[src/rtl/sfcd_pkg.sv]
// Package for the framed channel deframer: sizes, sync codes, FSM state
// encoding and the command/status structs between controller and datapath.
// No dependencies.
`timescale 1ns / 1ps

package sfcd_pkg;

  localparam int CHANNELS_PER_PHASE = 16;
  localparam int TOTAL_CH           = 2 * CHANNELS_PER_PHASE;
  localparam int BANKS              = 3;
  localparam int MEM_DEPTH          = BANKS * CHANNELS_PER_PHASE;
  localparam int MEM_AW             = $clog2(MEM_DEPTH);
  localparam int IDX_W              = (CHANNELS_PER_PHASE > 1) ? $clog2(CHANNELS_PER_PHASE) : 1;
  localparam int K_W                = $clog2(TOTAL_CH);
  localparam int BANK_W             = 2;

  localparam int BYTE_W  = 8;
  localparam int CIDX_W  = 5;
  localparam int VALUE_W = 16;

  localparam logic [BYTE_W-1:0] VALID_LEN  = BYTE_W'((2 * CHANNELS_PER_PHASE + 1) % 256);
  localparam logic [BYTE_W-1:0] SYNC_A     = 8'hA3;
  localparam logic [BYTE_W-1:0] SYNC_B     = 8'hA4;
  localparam logic [BYTE_W-1:0] SYNC_C     = 8'hA5;
  localparam logic [BYTE_W-1:0] PHASE_ZERO = 8'h00;
  localparam logic [BYTE_W-1:0] PHASE_ONE  = 8'h01;

  localparam logic [K_W-1:0]    LAST_K   = K_W'(TOTAL_CH - 1);
  localparam logic [K_W-1:0]    SPLIT_K  = K_W'(CHANNELS_PER_PHASE);
  localparam logic [CIDX_W-1:0] LAST_CIDX = CIDX_W'(TOTAL_CH - 1);

  localparam logic [BANK_W-1:0] BANK_0 = 2'd0;
  localparam logic [BANK_W-1:0] BANK_1 = 2'd1;
  localparam logic [BANK_W-1:0] BANK_2 = 2'd2;

  typedef enum logic [7:0] {
    ST_HUNT    = 8'b0000_0001,
    ST_GOT1    = 8'b0000_0010,
    ST_GOT2    = 8'b0000_0100,
    ST_PHASE   = 8'b0000_1000,
    ST_LEN     = 8'b0001_0000,
    ST_BODY    = 8'b0010_0000,
    ST_EMIT_RD = 8'b0100_0000,
    ST_EMIT_WR = 8'b1000_0000
  } state_t;

  typedef struct packed {
    logic load_phase;
    logic load_len;
    logic body_byte;
    logic commit;
    logic emit_start;
    logic emit_read;
    logic emit_load;
  } cmd_t;

  typedef struct packed {
    logic is_sync_a;
    logic is_sync_b;
    logic is_sync_c;
    logic len_zero;
    logic body_last;
    logic commit_ok;
    logic both_after;
    logic emit_last;
    logic out_free;
  } status_t;

  function automatic logic [MEM_AW-1:0] mem_addr(logic [BANK_W-1:0] bank,
                                                 logic [IDX_W-1:0] idx);
    return MEM_AW'(32'(bank) * CHANNELS_PER_PHASE + 32'(idx));
  endfunction

endpackage

[src/rtl/sfcd_if.sv]
// Handshake channel interfaces: received bytes in, channel items out.
// Depends on sfcd_pkg.
`timescale 1ns / 1ps

interface sfcd_byte_if;
  logic                          valid;
  logic                          ready;
  logic [sfcd_pkg::BYTE_W-1:0]   rx_byte;

  modport source (output valid, output rx_byte, input ready);
  modport sink   (input valid, input rx_byte, output ready);
endinterface

interface sfcd_chan_if;
  logic                                valid;
  logic                                ready;
  logic [sfcd_pkg::CIDX_W-1:0]         channel_index;
  logic signed [sfcd_pkg::VALUE_W-1:0] channel_value;
  logic                                frame_last;

  modport source (output valid, output channel_index, output channel_value,
                  output frame_last, input ready);
  modport sink   (input valid, input channel_index, input channel_value,
                  input frame_last, output ready);
endinterface

[src/rtl/sync_framed_channel_deframer_unit.sv]
// Top level of the framed channel deframer: controller plus datapath.
// Depends on sfcd_pkg, sfcd_if, sfcd_ctrl, sfcd_dpath.
//
//   port  dir  item                        payload
//   rx    in   one received byte           rx_byte[7:0]
//   ch    out  one channel of a frame      channel_index[4:0], channel_value[15:0], frame_last
//
// One byte is taken per cycle while parsing. A completed frame is read from the
// channel memory one channel at a time (registered read, then output load), all
// 32 items; rx is held off meanwhile. A downstream stall stretches emission;
// the last item may still wait while rx resumes. Reset is synchronous; the
// channel memory needs no clearing pass.
`timescale 1ns / 1ps

module sync_framed_channel_deframer_unit (
  input  logic             clk,
  input  logic             rst,
  sfcd_byte_if.sink        rx,
  sfcd_chan_if.source      ch
);
  import sfcd_pkg::*;

  cmd_t    cmd;
  status_t sts;
  logic    rx_ready;

  assign rx.ready = rx_ready;

  sfcd_ctrl u_ctrl (
    .clk      (clk),
    .rst      (rst),
    .rx_valid (rx.valid),
    .rx_ready (rx_ready),
    .sts      (sts),
    .cmd      (cmd)
  );

  sfcd_dpath u_dpath (
    .clk       (clk),
    .rst       (rst),
    .rx_byte   (rx.rx_byte),
    .cmd       (cmd),
    .sts       (sts),
    .out_valid (ch.valid),
    .out_ready (ch.ready),
    .out_index (ch.channel_index),
    .out_value (ch.channel_value),
    .out_last  (ch.frame_last)
  );

endmodule

[src/rtl/sfcd_ctrl.sv]
// Parse and emit controller: sync hunt, header, body and frame emission.
// Depends on sfcd_pkg; drives commands to sfcd_dpath.
`timescale 1ns / 1ps

module sfcd_ctrl (
  input  logic              clk,
  input  logic              rst,
  input  logic              rx_valid,
  output logic              rx_ready,
  input  sfcd_pkg::status_t sts,
  output sfcd_pkg::cmd_t    cmd
);
  import sfcd_pkg::*;

  state_t state, state_next;
  logic   fire;

  assign rx_ready = (state != ST_EMIT_RD) && (state != ST_EMIT_WR);
  assign fire     = rx_valid && rx_ready;

  always_ff @(posedge clk) begin
    if (rst) begin
      state <= ST_HUNT;
    end else begin
      state <= state_next;
    end
  end

  always_comb begin
    state_next = state;
    cmd        = '0;
    unique case (state)
      ST_HUNT, ST_GOT1, ST_GOT2: begin
        if (fire) begin
          // a fresh A3 restarts the match from its first byte
          if (state == ST_GOT2 && sts.is_sync_c) state_next = ST_PHASE;
          else if (sts.is_sync_a)                state_next = ST_GOT1;
          else if (state == ST_GOT1 && sts.is_sync_b) state_next = ST_GOT2;
          else                                   state_next = ST_HUNT;
        end
      end
      ST_PHASE: begin
        if (fire) begin
          cmd.load_phase = 1'b1;
          state_next     = ST_LEN;
        end
      end
      ST_LEN: begin
        if (fire) begin
          cmd.load_len = 1'b1;
          state_next   = sts.len_zero ? ST_HUNT : ST_BODY;
        end
      end
      ST_BODY: begin
        if (fire) begin
          cmd.body_byte = 1'b1;
          if (sts.body_last) begin
            cmd.commit = sts.commit_ok;
            if (sts.commit_ok && sts.both_after) begin
              cmd.emit_start = 1'b1;
              state_next     = ST_EMIT_RD;
            end else begin
              state_next = ST_HUNT;
            end
          end
        end
      end
      ST_EMIT_RD: begin
        cmd.emit_read = 1'b1;
        state_next    = ST_EMIT_WR;
      end
      ST_EMIT_WR: begin
        if (sts.out_free) begin
          cmd.emit_load = 1'b1;
          state_next    = sts.emit_last ? ST_HUNT : ST_EMIT_RD;
        end
      end
      default: state_next = ST_HUNT;
    endcase
  end

endmodule

[src/rtl/sfcd_dpath.sv]
// Datapath: header/checksum registers, banked channel memory with bank
// pointers for staging and the two held phases, and the output register.
// Depends on sfcd_pkg; driven by sfcd_ctrl commands.
`timescale 1ns / 1ps

module sfcd_dpath (
  input  logic                                clk,
  input  logic                                rst,
  input  logic [sfcd_pkg::BYTE_W-1:0]         rx_byte,
  input  sfcd_pkg::cmd_t                      cmd,
  output sfcd_pkg::status_t                   sts,
  output logic                                out_valid,
  input  logic                                out_ready,
  output logic [sfcd_pkg::CIDX_W-1:0]         out_index,
  output logic signed [sfcd_pkg::VALUE_W-1:0] out_value,
  output logic                                out_last
);
  import sfcd_pkg::*;

  logic [BYTE_W-1:0]  packet_phase;
  logic [BYTE_W-1:0]  len_byte;
  logic [BYTE_W-1:0]  bytes_remaining;
  logic [BYTE_W-1:0]  running_xor;
  logic [BYTE_W-1:0]  low_byte_hold;
  logic               phase_zero_held;
  logic               phase_one_held;
  logic [BANK_W-1:0]  stage_bank;
  logic [BANK_W-1:0]  p0_bank;
  logic [BANK_W-1:0]  p1_bank;
  logic [K_W-1:0]     emit_k;
  logic [VALUE_W-1:0] rdata;

  logic [VALUE_W-1:0] mem [MEM_DEPTH];

  logic [BYTE_W-1:0]  pos;
  logic               good_len;
  logic               mem_we;
  logic [MEM_AW-1:0]  wr_addr;
  logic [MEM_AW-1:0]  rd_addr;
  logic               k_low;

  assign pos      = len_byte - bytes_remaining;
  assign good_len = (len_byte == VALID_LEN);
  assign mem_we   = cmd.body_byte && !sts.body_last && good_len && pos[0];
  assign wr_addr  = mem_addr(stage_bank, IDX_W'(pos[BYTE_W-1:1]));
  assign k_low    = (emit_k < SPLIT_K);
  assign rd_addr  = k_low ? mem_addr(p0_bank, IDX_W'(emit_k))
                          : mem_addr(p1_bank, IDX_W'(emit_k - SPLIT_K));

  always_comb begin
    sts.is_sync_a  = (rx_byte == SYNC_A);
    sts.is_sync_b  = (rx_byte == SYNC_B);
    sts.is_sync_c  = (rx_byte == SYNC_C);
    sts.len_zero   = (rx_byte == '0);
    sts.body_last  = (bytes_remaining <= BYTE_W'(1));
    sts.commit_ok  = good_len && (running_xor == rx_byte) &&
                     ((packet_phase == PHASE_ZERO) || (packet_phase == PHASE_ONE));
    sts.both_after = (packet_phase == PHASE_ZERO) ? phase_one_held : phase_zero_held;
    sts.emit_last  = (emit_k == LAST_K);
    sts.out_free   = !out_valid || out_ready;
  end

  // channel memory: one write port for staging, one registered read for emission
  always_ff @(posedge clk) begin
    if (mem_we) begin
      mem[wr_addr] <= {rx_byte, low_byte_hold};
    end
    if (cmd.emit_read) begin
      rdata <= mem[rd_addr];
    end
  end

  always_ff @(posedge clk) begin
    if (cmd.load_phase) begin
      packet_phase <= rx_byte;
      running_xor  <= rx_byte;
    end
    if (cmd.load_len) begin
      len_byte        <= rx_byte;
      bytes_remaining <= rx_byte;
      running_xor     <= running_xor ^ rx_byte;
    end
    if (cmd.body_byte) begin
      if (sts.body_last) begin
        bytes_remaining <= '0;
      end else begin
        running_xor     <= running_xor ^ rx_byte;
        bytes_remaining <= bytes_remaining - BYTE_W'(1);
        if (good_len && !pos[0]) begin
          low_byte_hold <= rx_byte;
        end
      end
    end
    if (cmd.emit_load) begin
      out_index <= CIDX_W'(emit_k);
      out_value <= signed'(rdata);
      out_last  <= sts.emit_last;
    end
  end

  always_ff @(posedge clk) begin
    if (rst) begin
      phase_zero_held <= 1'b0;
      phase_one_held  <= 1'b0;
      stage_bank      <= BANK_0;
      p0_bank         <= BANK_1;
      p1_bank         <= BANK_2;
      emit_k          <= '0;
      out_valid       <= 1'b0;
    end else begin
      // a committed packet swaps banks with the staging area, no copy
      if (cmd.commit) begin
        if (packet_phase == PHASE_ZERO) begin
          p0_bank    <= stage_bank;
          stage_bank <= p0_bank;
        end else begin
          p1_bank    <= stage_bank;
          stage_bank <= p1_bank;
        end
      end
      if (cmd.emit_start) begin
        phase_zero_held <= 1'b0;
        phase_one_held  <= 1'b0;
        emit_k          <= '0;
      end else if (cmd.commit) begin
        if (packet_phase == PHASE_ZERO) begin
          phase_zero_held <= 1'b1;
        end else begin
          phase_one_held  <= 1'b1;
        end
      end
      if (cmd.emit_load) begin
        emit_k    <= emit_k + K_W'(1);
        out_valid <= 1'b1;
      end else if (out_ready) begin
        out_valid <= 1'b0;
      end
    end
  end

endmodule

[src/flat_wrapper.sv]
// flat-port wrapper written by rule: the top's interface ports become plain ports
module sync_framed_channel_deframer_unit_flat import sfcd_pkg::*;
  (clk, rst, rx_valid, rx_rx_byte, rx_ready, ch_valid, ch_channel_index, ch_channel_value, ch_frame_last, ch_ready);
  sfcd_byte_if rx_i ();
  sfcd_chan_if ch_i ();
  input  logic clk;
  input  logic rst;
  input wire logic [$bits(rx_i.valid)-1:0] rx_valid;
  input wire logic [$bits(rx_i.rx_byte)-1:0] rx_rx_byte;
  output wire logic [$bits(rx_i.ready)-1:0] rx_ready;
  output wire logic [$bits(ch_i.valid)-1:0] ch_valid;
  output wire logic [$bits(ch_i.channel_index)-1:0] ch_channel_index;
  output wire logic [$bits(ch_i.channel_value)-1:0] ch_channel_value;
  output wire logic [$bits(ch_i.frame_last)-1:0] ch_frame_last;
  input wire logic [$bits(ch_i.ready)-1:0] ch_ready;
  assign rx_i.valid = rx_valid;
  assign rx_i.rx_byte = rx_rx_byte;
  assign rx_ready = rx_i.ready;
  assign ch_valid = ch_i.valid;
  assign ch_channel_index = ch_i.channel_index;
  assign ch_channel_value = ch_i.channel_value;
  assign ch_frame_last = ch_i.frame_last;
  assign ch_i.ready = ch_ready;
  sync_framed_channel_deframer_unit u_core (.clk(clk), .rst(rst), .rx(rx_i), .ch(ch_i));
endmodule
[config.mk]
export PLATFORM = sky130hd
export DESIGN_NAME = sync_framed_channel_deframer_unit_flat
export DESIGN_NICKNAME = d
export VERILOG_FILES = /design/src/rtl/sfcd_pkg.sv /design/src/rtl/sfcd_if.sv /design/src/rtl/sync_framed_channel_deframer_unit.sv /design/src/rtl/sfcd_ctrl.sv /design/src/rtl/sfcd_dpath.sv /design/src/flat_wrapper.sv
export SDC_FILE = /design/constraint.sdc
export NUM_CORES = 1
export LEC_CHECK = 0
export BUFFER_PORTS_ARGS = -buffer_cell sky130_fd_sc_hd__buf_2
export CAP_MARGIN = 25
export CORE_ASPECT_RATIO = 0.5
export CORE_MARGIN = 2
export CORE_UTILIZATION = 30
export CTS_CLUSTER_SIZE = 28
export DETAILED_ROUTE_END_ITERATION = 7
export SYNTH_ARGS = -nofsm -noshare
export SYNTH_HDL_FRONTEND = slang
export SYNTH_SLANG_ARGS = --single-unit
export TNS_END_PERCENT = 100
[constraint.sdc]
create_clock -name clk -period 3.5 [get_ports clk]
set_input_delay 0.175 -clock clk [delete_from_list [all_inputs] [get_ports clk]]
set_output_delay 0.175 -clock clk [all_outputs]
set_load 0.1 [all_outputs]
==> summary.txt, run 1 <==
Mapped Nets - 1567
Slew @ Worst Pin - 0.927 ns
Average wire per standard cell - 24.5 um
EDFF count, synth - 838
Fillers - 10057
DR WL met3 - 5140 um
CORE AREA - 0.111 mm^2
Crit path required time - 3.86 ns
WHS - 0.0715 ns
Hold Vio Cnt, Final - 0
Pwr dens - 514 mW/mm^2
Register area - 0.0258 mm^2
IO buf count - 35
Hold/Removal Path Class - input pin to register
FFs w/ async S/R, synth - 0%
Fin Clk Skew - 0.0355 ns
Max H-tree Level - 3
Vias - 16327
Util after Layout - 36.1%
Max IR drop VDD - 0.431 mV
Worst setup margin - 0.206 ns
CTS root buffer - clkbuf_16
Mapped Area - 0.0337 mm^2
Grt ovf - 0
Starting Density - 30.4%
Netlist cell types - 58
Die area - 0.115 mm^2
Footprint of the multi-input gates - 0.00761 mm^2
Crit Path Class - register to register
Synth Instances - 1546
Ports - 36
FF-to-FF setup slack - 0.21 ns
Clk buf depth - 3
Worst Path Max Fanout - 25
CTS tree - yes
Die height - 241 um
Ys Warns - 0
Post-CTS Repair Setup Buffers - 0
Fmax - 304 MHz
Setup violators final - 0
Status - finished, final reports clean
Slew Viols, Final - 0
Static Leak - 12.2 nW
Met1 Wirelength - 35300 um
Largest net degree at the start of global routing - 57
Sink Count - 868
Vias in the first global route - 16464
P&R area growth vs syn - 18.5%
Startpoint Class - register
Initial DRC count - 1853
TNS Setup - 0 ns
Antenna violations before repair - 5
Final min period - 3.29 ns
Row cnt - 86
RSZ-0062 raised after global routing - no
Detail Placement HPWL - 51500 um
Share of layout cells above drive strength 1 - 33.8%
Clock Latency Late Sink - 0.65 ns
CTS buffer count - 85
Metal2 WL - 39600 um
Drt drc - 0
First-pass GRT wire length - 118000 um
Total track usage - 14.0%
Max_slew headroom - 38.2%
Number of synthesized register bits - 868
Drt first pass iters - 5
Critical path endpoint category - register
Final nets - 1781
Pre-CTS setup slack - 0.0786 ns
Clk slew on worst S/H paths - 0.06 ns
DRT Wirelength - 81400 um
Syn_area_per_cell - 21.8 um^2
Drt via density - 4.91
Arrival time at the worst endpoint - 3.65 ns
Antenna-violating nets left - 0
Seq/Total Area, Yosys - 76.5%
Die X-Extent - 478 um
MaxCap Viol Count - 0
Period utilization - 94.1%
Top FF cell, synth - edfxtp_1
Top sig layer - met4
Routability Congestion - 0.809
cells by family (layout without fill, tap and decap cells):
logic type                 Yosys count  count (layout)  share of synthesized area (%)
buffers and inverters               95             374                           1.24
other                                0               1                              0
and+or+nand+nor                    203             203                           3.23
DFF                                868             868                           76.5
muxes                              251             251                           16.4
adders and majority gates            9               9                          0.357
AOI/OAI and AO/OA                   95              95                           1.65
xor gates and xnor gates            25              25                          0.650
layout by cell type (no fill, tap or decap), types with 14 or more instances in the layout:
master	netlist	layout
edfxtp_1	838	838
mux4_2	240	240
buf_4	3	120
clkbuf_16	0	88
nor2_1	83	43
nor2_2	1	41
a21oi_1	38	38
buf_2	17	35
buf_12	0	35
nand2_1	30	30
o21ai_0	29	29
dfxtp_1	30	26
inv_1	25	25
nor2b_1	22	22
clkinv_1	0	20
xnor2_1	16	16
clkinv_2	0	14
worst max-delay path: stages (launching register included):
cell     delay, ns
dfxtp_4       0.70
buf_12        0.23
buf_12        0.21
buf_4         0.18
mux4_2        0.56
mux4_2        0.50
a21oi_1       0.36
o21ai_0       0.24
synthesized netlist by cell type, drive strengths merged (4+ instances only):
| master | number | area share, % |
|---|---|---|
| edfxtp | 838 | 75 |
| and3 | 4 | 0.089 |
| nor3 | 6 | 0.089 |
| nor2 | 84 | 0.94 |
| xor2 | 9 | 0.23 |
| o211ai | 4 | 0.089 |
| nand3 | 15 | 0.28 |
| clkbuf | 39 | 0.43 |
| inv | 26 | 0.29 |
| mux4 | 240 | 16 |
| buf | 30 | 0.52 |
| nor4 | 10 | 0.31 |
| dfxtp | 30 | 1.8 |
| ha | 8 | 0.30 |
| o21ai | 31 | 0.46 |
| a211oi | 4 | 0.089 |
| nor2b | 22 | 0.41 |
| nand2 | 31 | 0.35 |
| nand4 | 6 | 0.17 |
| nand2b | 6 | 0.11 |
| a21oi | 38 | 0.56 |
| a311oi | 8 | 0.21 |
| nor4b | 4 | 0.10 |
| mux2i | 8 | 0.24 |
| xnor2 | 16 | 0.42 |
through the flow:
stage               cell area (um^2)  std cells  total power, mW
floorplan                      33700       1546             11.5
detailed placement             37100       3163             11.7
global route                   39900       3321             21.1
CTS                            39900       3321             20.7
finish                         39900       3322             20.5
global placement               37100       3163             11.7
final cells by class:
class / instances / share of cell area [%]
timing repair buffer: 196 / 4.60
clock inverter: 53 / 1.23
clock buffer: 99 / 5.62
multi-input combinational: 583 / 19.1
tap: 1496 / 4.69
inverter: 26 / 0.244
sequential: 868 / 64.6
antenna: 1 / 0.00627
flip-flops by register name (all words and copies together) (netlist names), 8 cells and up:
| name | count |
|---|---|
| u_core.u_dpath.packet_phase | 8 |
| u_core.u_dpath.mem | 768 |
| u_core.u_dpath.bytes_remaining | 8 |
| u_core.u_ctrl.state | 8 |
| u_core.u_dpath.len_byte | 8 |
| u_core.u_dpath.rdata | 16 |
| u_core.u_dpath.running_xor | 8 |
| u_core.u_dpath.low_byte_hold | 8 |
| u_core.u_dpath.out_value | 16 |
power breakdown:
group          internal (mW)  switching, mW  total (mW)
clock network           5.18           3.90        9.08
logic                 0.0249          0.129       0.154
registers               11.3       0.000118        11.3
total                   16.5           4.02        20.5
what timing repair did:
action	CTS	global route
resized for setup	0	0
endpoints found under the hold margin	18	0
hold buffers	6	0
endpoints found under the setup margin	0	0
layer usage:
metal	GRT usage (%)	up-vias
li1	-	6895
met1	19.8	8749
met2	23.1	579
met3	1.97	104
met4	3.13	0
met5	0	-
worst paths after layout:
| check | start | endpoint | depth (start not counted) |
|---|---|---|---|
| worst max-delay path | u_core.u_dpath.emit_k[0] | u_core.u_dpath.rdata[14] | 7 |
| worst min-delay path | rx_valid | u_core.u_ctrl.state[3] | 4 |
| worst max register to register | u_core.u_dpath.emit_k[0] | u_core.u_dpath.rdata[14] | 7 |
| worst min register to register | u_core.u_dpath.rdata[4] | u_core.u_dpath.out_value[4] | 0 |
(Power assumes the default switching activity.)
==> run 2: changes to the inputs <==
--- a/config.mk
+++ b/config.mk
@@ -5,13 +5,14 @@
 export SDC_FILE = /design/constraint.sdc
 export NUM_CORES = 1
 export LEC_CHECK = 0
-export BUFFER_PORTS_ARGS = -buffer_cell sky130_fd_sc_hd__buf_2
+export ABC_AREA = 1
 export CAP_MARGIN = 25
 export CORE_ASPECT_RATIO = 0.5
 export CORE_MARGIN = 2
 export CORE_UTILIZATION = 30
 export CTS_CLUSTER_SIZE = 28
 export DETAILED_ROUTE_END_ITERATION = 7
+export DONT_BUFFER_PORTS = 1
 export SYNTH_ARGS = -nofsm -noshare
 export SYNTH_HDL_FRONTEND = slang
 export SYNTH_SLANG_ARGS = --single-unit
==> run 2 against run 1 <==
Clock skew fell by 0.018 ns. Maximum frequency rose by 4.1%. Via count rose by 38%. Clock power rose by 2%. Core utilization fell by 1.2 points. Cell count rose by 31%. First-iteration DRC count rose by 69%. Critical path type unchanged.
==> summary.txt, run 2 <==
Largest regs - u_core.u_dpath.mem (768), u_core.u_dpath.out_value (16), u_core.u_dpath.rdata (16)
Worst Path Max Fanout - 18 (-28%)
Post-CTS resize count - 0 (unchanged)
Max H-tree Level - 3 (unchanged)
R2R Path End - u_core.u_dpath.mem[46][15]
Cells along the critical path - nor2_4, nand2_8, nor2_4, nor2_8, nand4_1, nor2_1, nand2_1, nor2_2, nand2_1, nor2_1, buf_4
Static Leak - 13.0 nW (+6.8%)
FF-to-FF setup slack - 0.34 ns (+0.13 ns)
Fmax - 316 MHz (+4.1%)
Dominant cell by count in the synthesized netlist - edfxtp_1
Placed Cells - 4191 (+33%)
CTS buffer count - 84 (-1.2%)
Biggest register - u_core.u_dpath.mem
Grt met1 use - 22.3% (+2.5 points)
Clk slew on worst S/H paths - 0.06 ns (about the same)
Clk buf depth - 3 (unchanged)
EDFF count, synth - 838 (unchanged)
Synth Instances - 2719 (+76%)
Number of synthesized register bits - 868 (unchanged)
Drt first pass iters - 5 (unchanged)
Most frequent cells after synthesis - 838 x edfxtp_1, 555 x nor2_1, 396 x o21ai_0
Drt drc - 0 (unchanged)
Clock Latency Late Sink - 0.64 ns (about the same)
Slew @ Worst Pin - 0.937 ns (+0.00925 ns)
Hold/Removal Path Class - input pin to register
Synth area leader - edfxtp_1
Worst path top cell family by delay - simple AND/OR/NAND/NOR gates
Row cnt - 88 (+2.3%)
Fin Clk Skew - 0.0176 ns (-0.0179 ns)
Status - finished, final reports clean
Vias - 22578 (+38%)
Crit Path Class - register to register
CTS tree - yes
TNS Setup - 0 ns (unchanged)
MaxCap Viol Count - 0 (unchanged)
Total track usage - 15.8% (+1.8 points)
Largest net degree at the start of global routing - 140 (+150%)
Period utilization - 90.4% (-3.7 points)
Ports - 36 (unchanged)
Post-CTS Hold Fix Bufs - 21 (+15)
Hold Vio Cnt, Final - 0 (unchanged)
Syn_area_per_cell - 12.8 um^2 (-41%)
Vias in the first global route - 21193 (+29%)
Critical Path Start - u_core.u_ctrl.state[0]
Cell Count, Final, Fillers Out - 4368 (+31%)
RSZ-0062 raised after global routing - no
Grt ovf - 0 (unchanged)
Pwr dens - 530 mW/mm^2 (+3.1%)
Pre-CTS setup slack - 0.420 ns (+0.341 ns)
Final nets - 2791 (+57%)
Startpoint Class - register
First-pass GRT wire length - 141000 um (+20%)
Mapped Nets - 2740 (+75%)
Crit path required time - 3.82 ns (-0.04 ns)
DRT Wirelength - 96800 um (+19%)
Setup crit end - u_core.u_dpath.mem[46][15]
Critical path endpoint category - register
Starting Density - 30.2% (-0.24 points)
Gr busiest metal - met2
Post-CTS Repair Setup Buffers - 0 (unchanged)
FFs w/ async S/R, synth - 0% (unchanged)
WP depth - 11 (+4)
P&R area growth vs syn - 15.5%
Max_slew headroom - 37.5% (-0.71 points)
Detail Placement HPWL - 57100 um (+11%)
Commonest non-fill, non-tap cell in the layout - edfxtp_1
Antenna-violating nets left - 0 (unchanged)
Drt via density - 5.17 (+5.2%)
Netlist cell types - 34 (-41%)
GRT met2 Usage - 24.4% (+1.3 points)
Antenna violations before repair - 2 (-3)
CP max stage cell - nand2_1
Hold_sp - rx_rx_byte[5]
Share of layout cells above drive strength 1 - 9.31% (-24 points)
Met3 Use GR - 3.12% (+1.1 points)
Setup violators final - 0 (unchanged)
Initial DRC count - 3140 (+69%)
Routability Congestion - 0.935 (+15%)
Worst setup margin - 0.336 ns (+0.130 ns)
Buf+Inv Stages, Crit Path - 1 (-2)
Final min period - 3.16 ns (-0.130 ns)
Top cells by area, synth - edfxtp_1 72%, nor2_1 6.0%, o21ai_0 5.7%
Top FF cell, synth - edfxtp_1
Top cell type's share of synthesized area - 72.5% (-2.2 points)
Commonest non-fill, non-tap cells in the layout - 838 x edfxtp_1, 555 x nor2_1, 396 x o21ai_0
Max IR drop VDD - 0.371 mV (-14%)
Worst reg2reg path depth - 11 (+4)
Average wire per standard cell - 22.2 um (-9.6%)
Sink Count - 868 (unchanged)
IO buf count - 0 (-100%)
Slew Viols, Final - 0 (unchanged)
Arrival time at the worst endpoint - 3.48 ns (-0.17 ns)
CORE AREA - 0.115 mm^2 (+3.9%)
Seq/Total Area, Yosys - 74.2% (-2.3 points)
Die area - 0.119 mm^2 (+3.1%)
Ys Warns - 0 (unchanged)
Die height - 245 um (+1.5%)
CP max stage delay - 0.47 ns (-0.23 ns)
Max reg flops - 768 (unchanged)
Die X-Extent - 485 um (+1.5%)
Mapped Area - 0.0347 mm^2 (+3.1%)
R2R Path Start - u_core.u_ctrl.state[0]
CTS root buffer - clkbuf_16
[run 2: stage by stage]
step / cell area, um^2 / util, % / power (mW) / hold slack [ns]
2_1_floorplan: 34700 / - / 12.0 / 0.271
3_3_place_gp: 36900 / 32.1 / 12.0 / 0.242
3_5_place_dp: 36900 / 32.1 / 12.1 / 0.242
4_1_cts: 40100 / 34.8 / 21.4 / 0.0462
5_1_grt: 40100 / 34.9 / 21.9 / 0.0791
6_report: 40100 / 34.9 / 21.3 / 0.0736
[run 2: final cells by class]
cell class	instances	area, um^2
clock buffer	114	2340
inverter	90	349
sequential	868	25800
antenna	1	2.50
multi-input combinational	1594	7920
timing repair buffer	132	1370
fill	10932	74900
clock inverter	39	453
tap	1530	1910
[run 2: worst register-to-register path: stages, from the launching register on]
cell and delay (ns):
dfxtp_1 0.43, nor2_4 0.10, nand2_8 0.11, nor2_4 0.13
nor2_8 0.41, nand4_1 0.22, nor2_1 0.13, nand2_1 0.11
nor2_2 0.17, nand2_1 0.47, nor2_1 0.27, buf_4 0.28
[run 2: kinds of logic after synthesis]
family / Yosys count / share of synthesized area [%]
flops: 868 / 74.2
compound gates: 664 / 11.4
buf+inv: 257 / 3.01
simple gates: 910 / 10.8
fa+ha+maj: 9 / 0.346
xor+xnor: 11 / 0.277
[run 2: worst min path at each step]
stage                     slack (ns)                           endpoint  cells past startpoint
after CTS                       0.05  u_core.u_dpath.bytes_remaining[3]                      3
after floorplan                 0.27             u_core.u_ctrl.state[0]                      2
after detailed placement        0.24           u_core.u_dpath.emit_k[1]                      1
final                           0.07       u_core.u_dpath.stage_bank[0]                      8
after global routing            0.08  u_core.u_dpath.bytes_remaining[6]                      3
after global placement          0.24           u_core.u_dpath.emit_k[1]                      1
[run 2: layer usage]
metal  routed length [um]  share of wire (%)
met5                   13              0.013
met4                 3140                3.2
met3                 8610                8.9
met2                43500                 45
met1                41600                 43
[run 2: report_power, final]
group	switching, mW	internal (mW)	leakage [nW]	total (mW)
logic	0.432	0.189	3.85	0.622
registers	0.0502	11.4	7.78	11.4
clock network	3.86	5.37	1.35	9.23
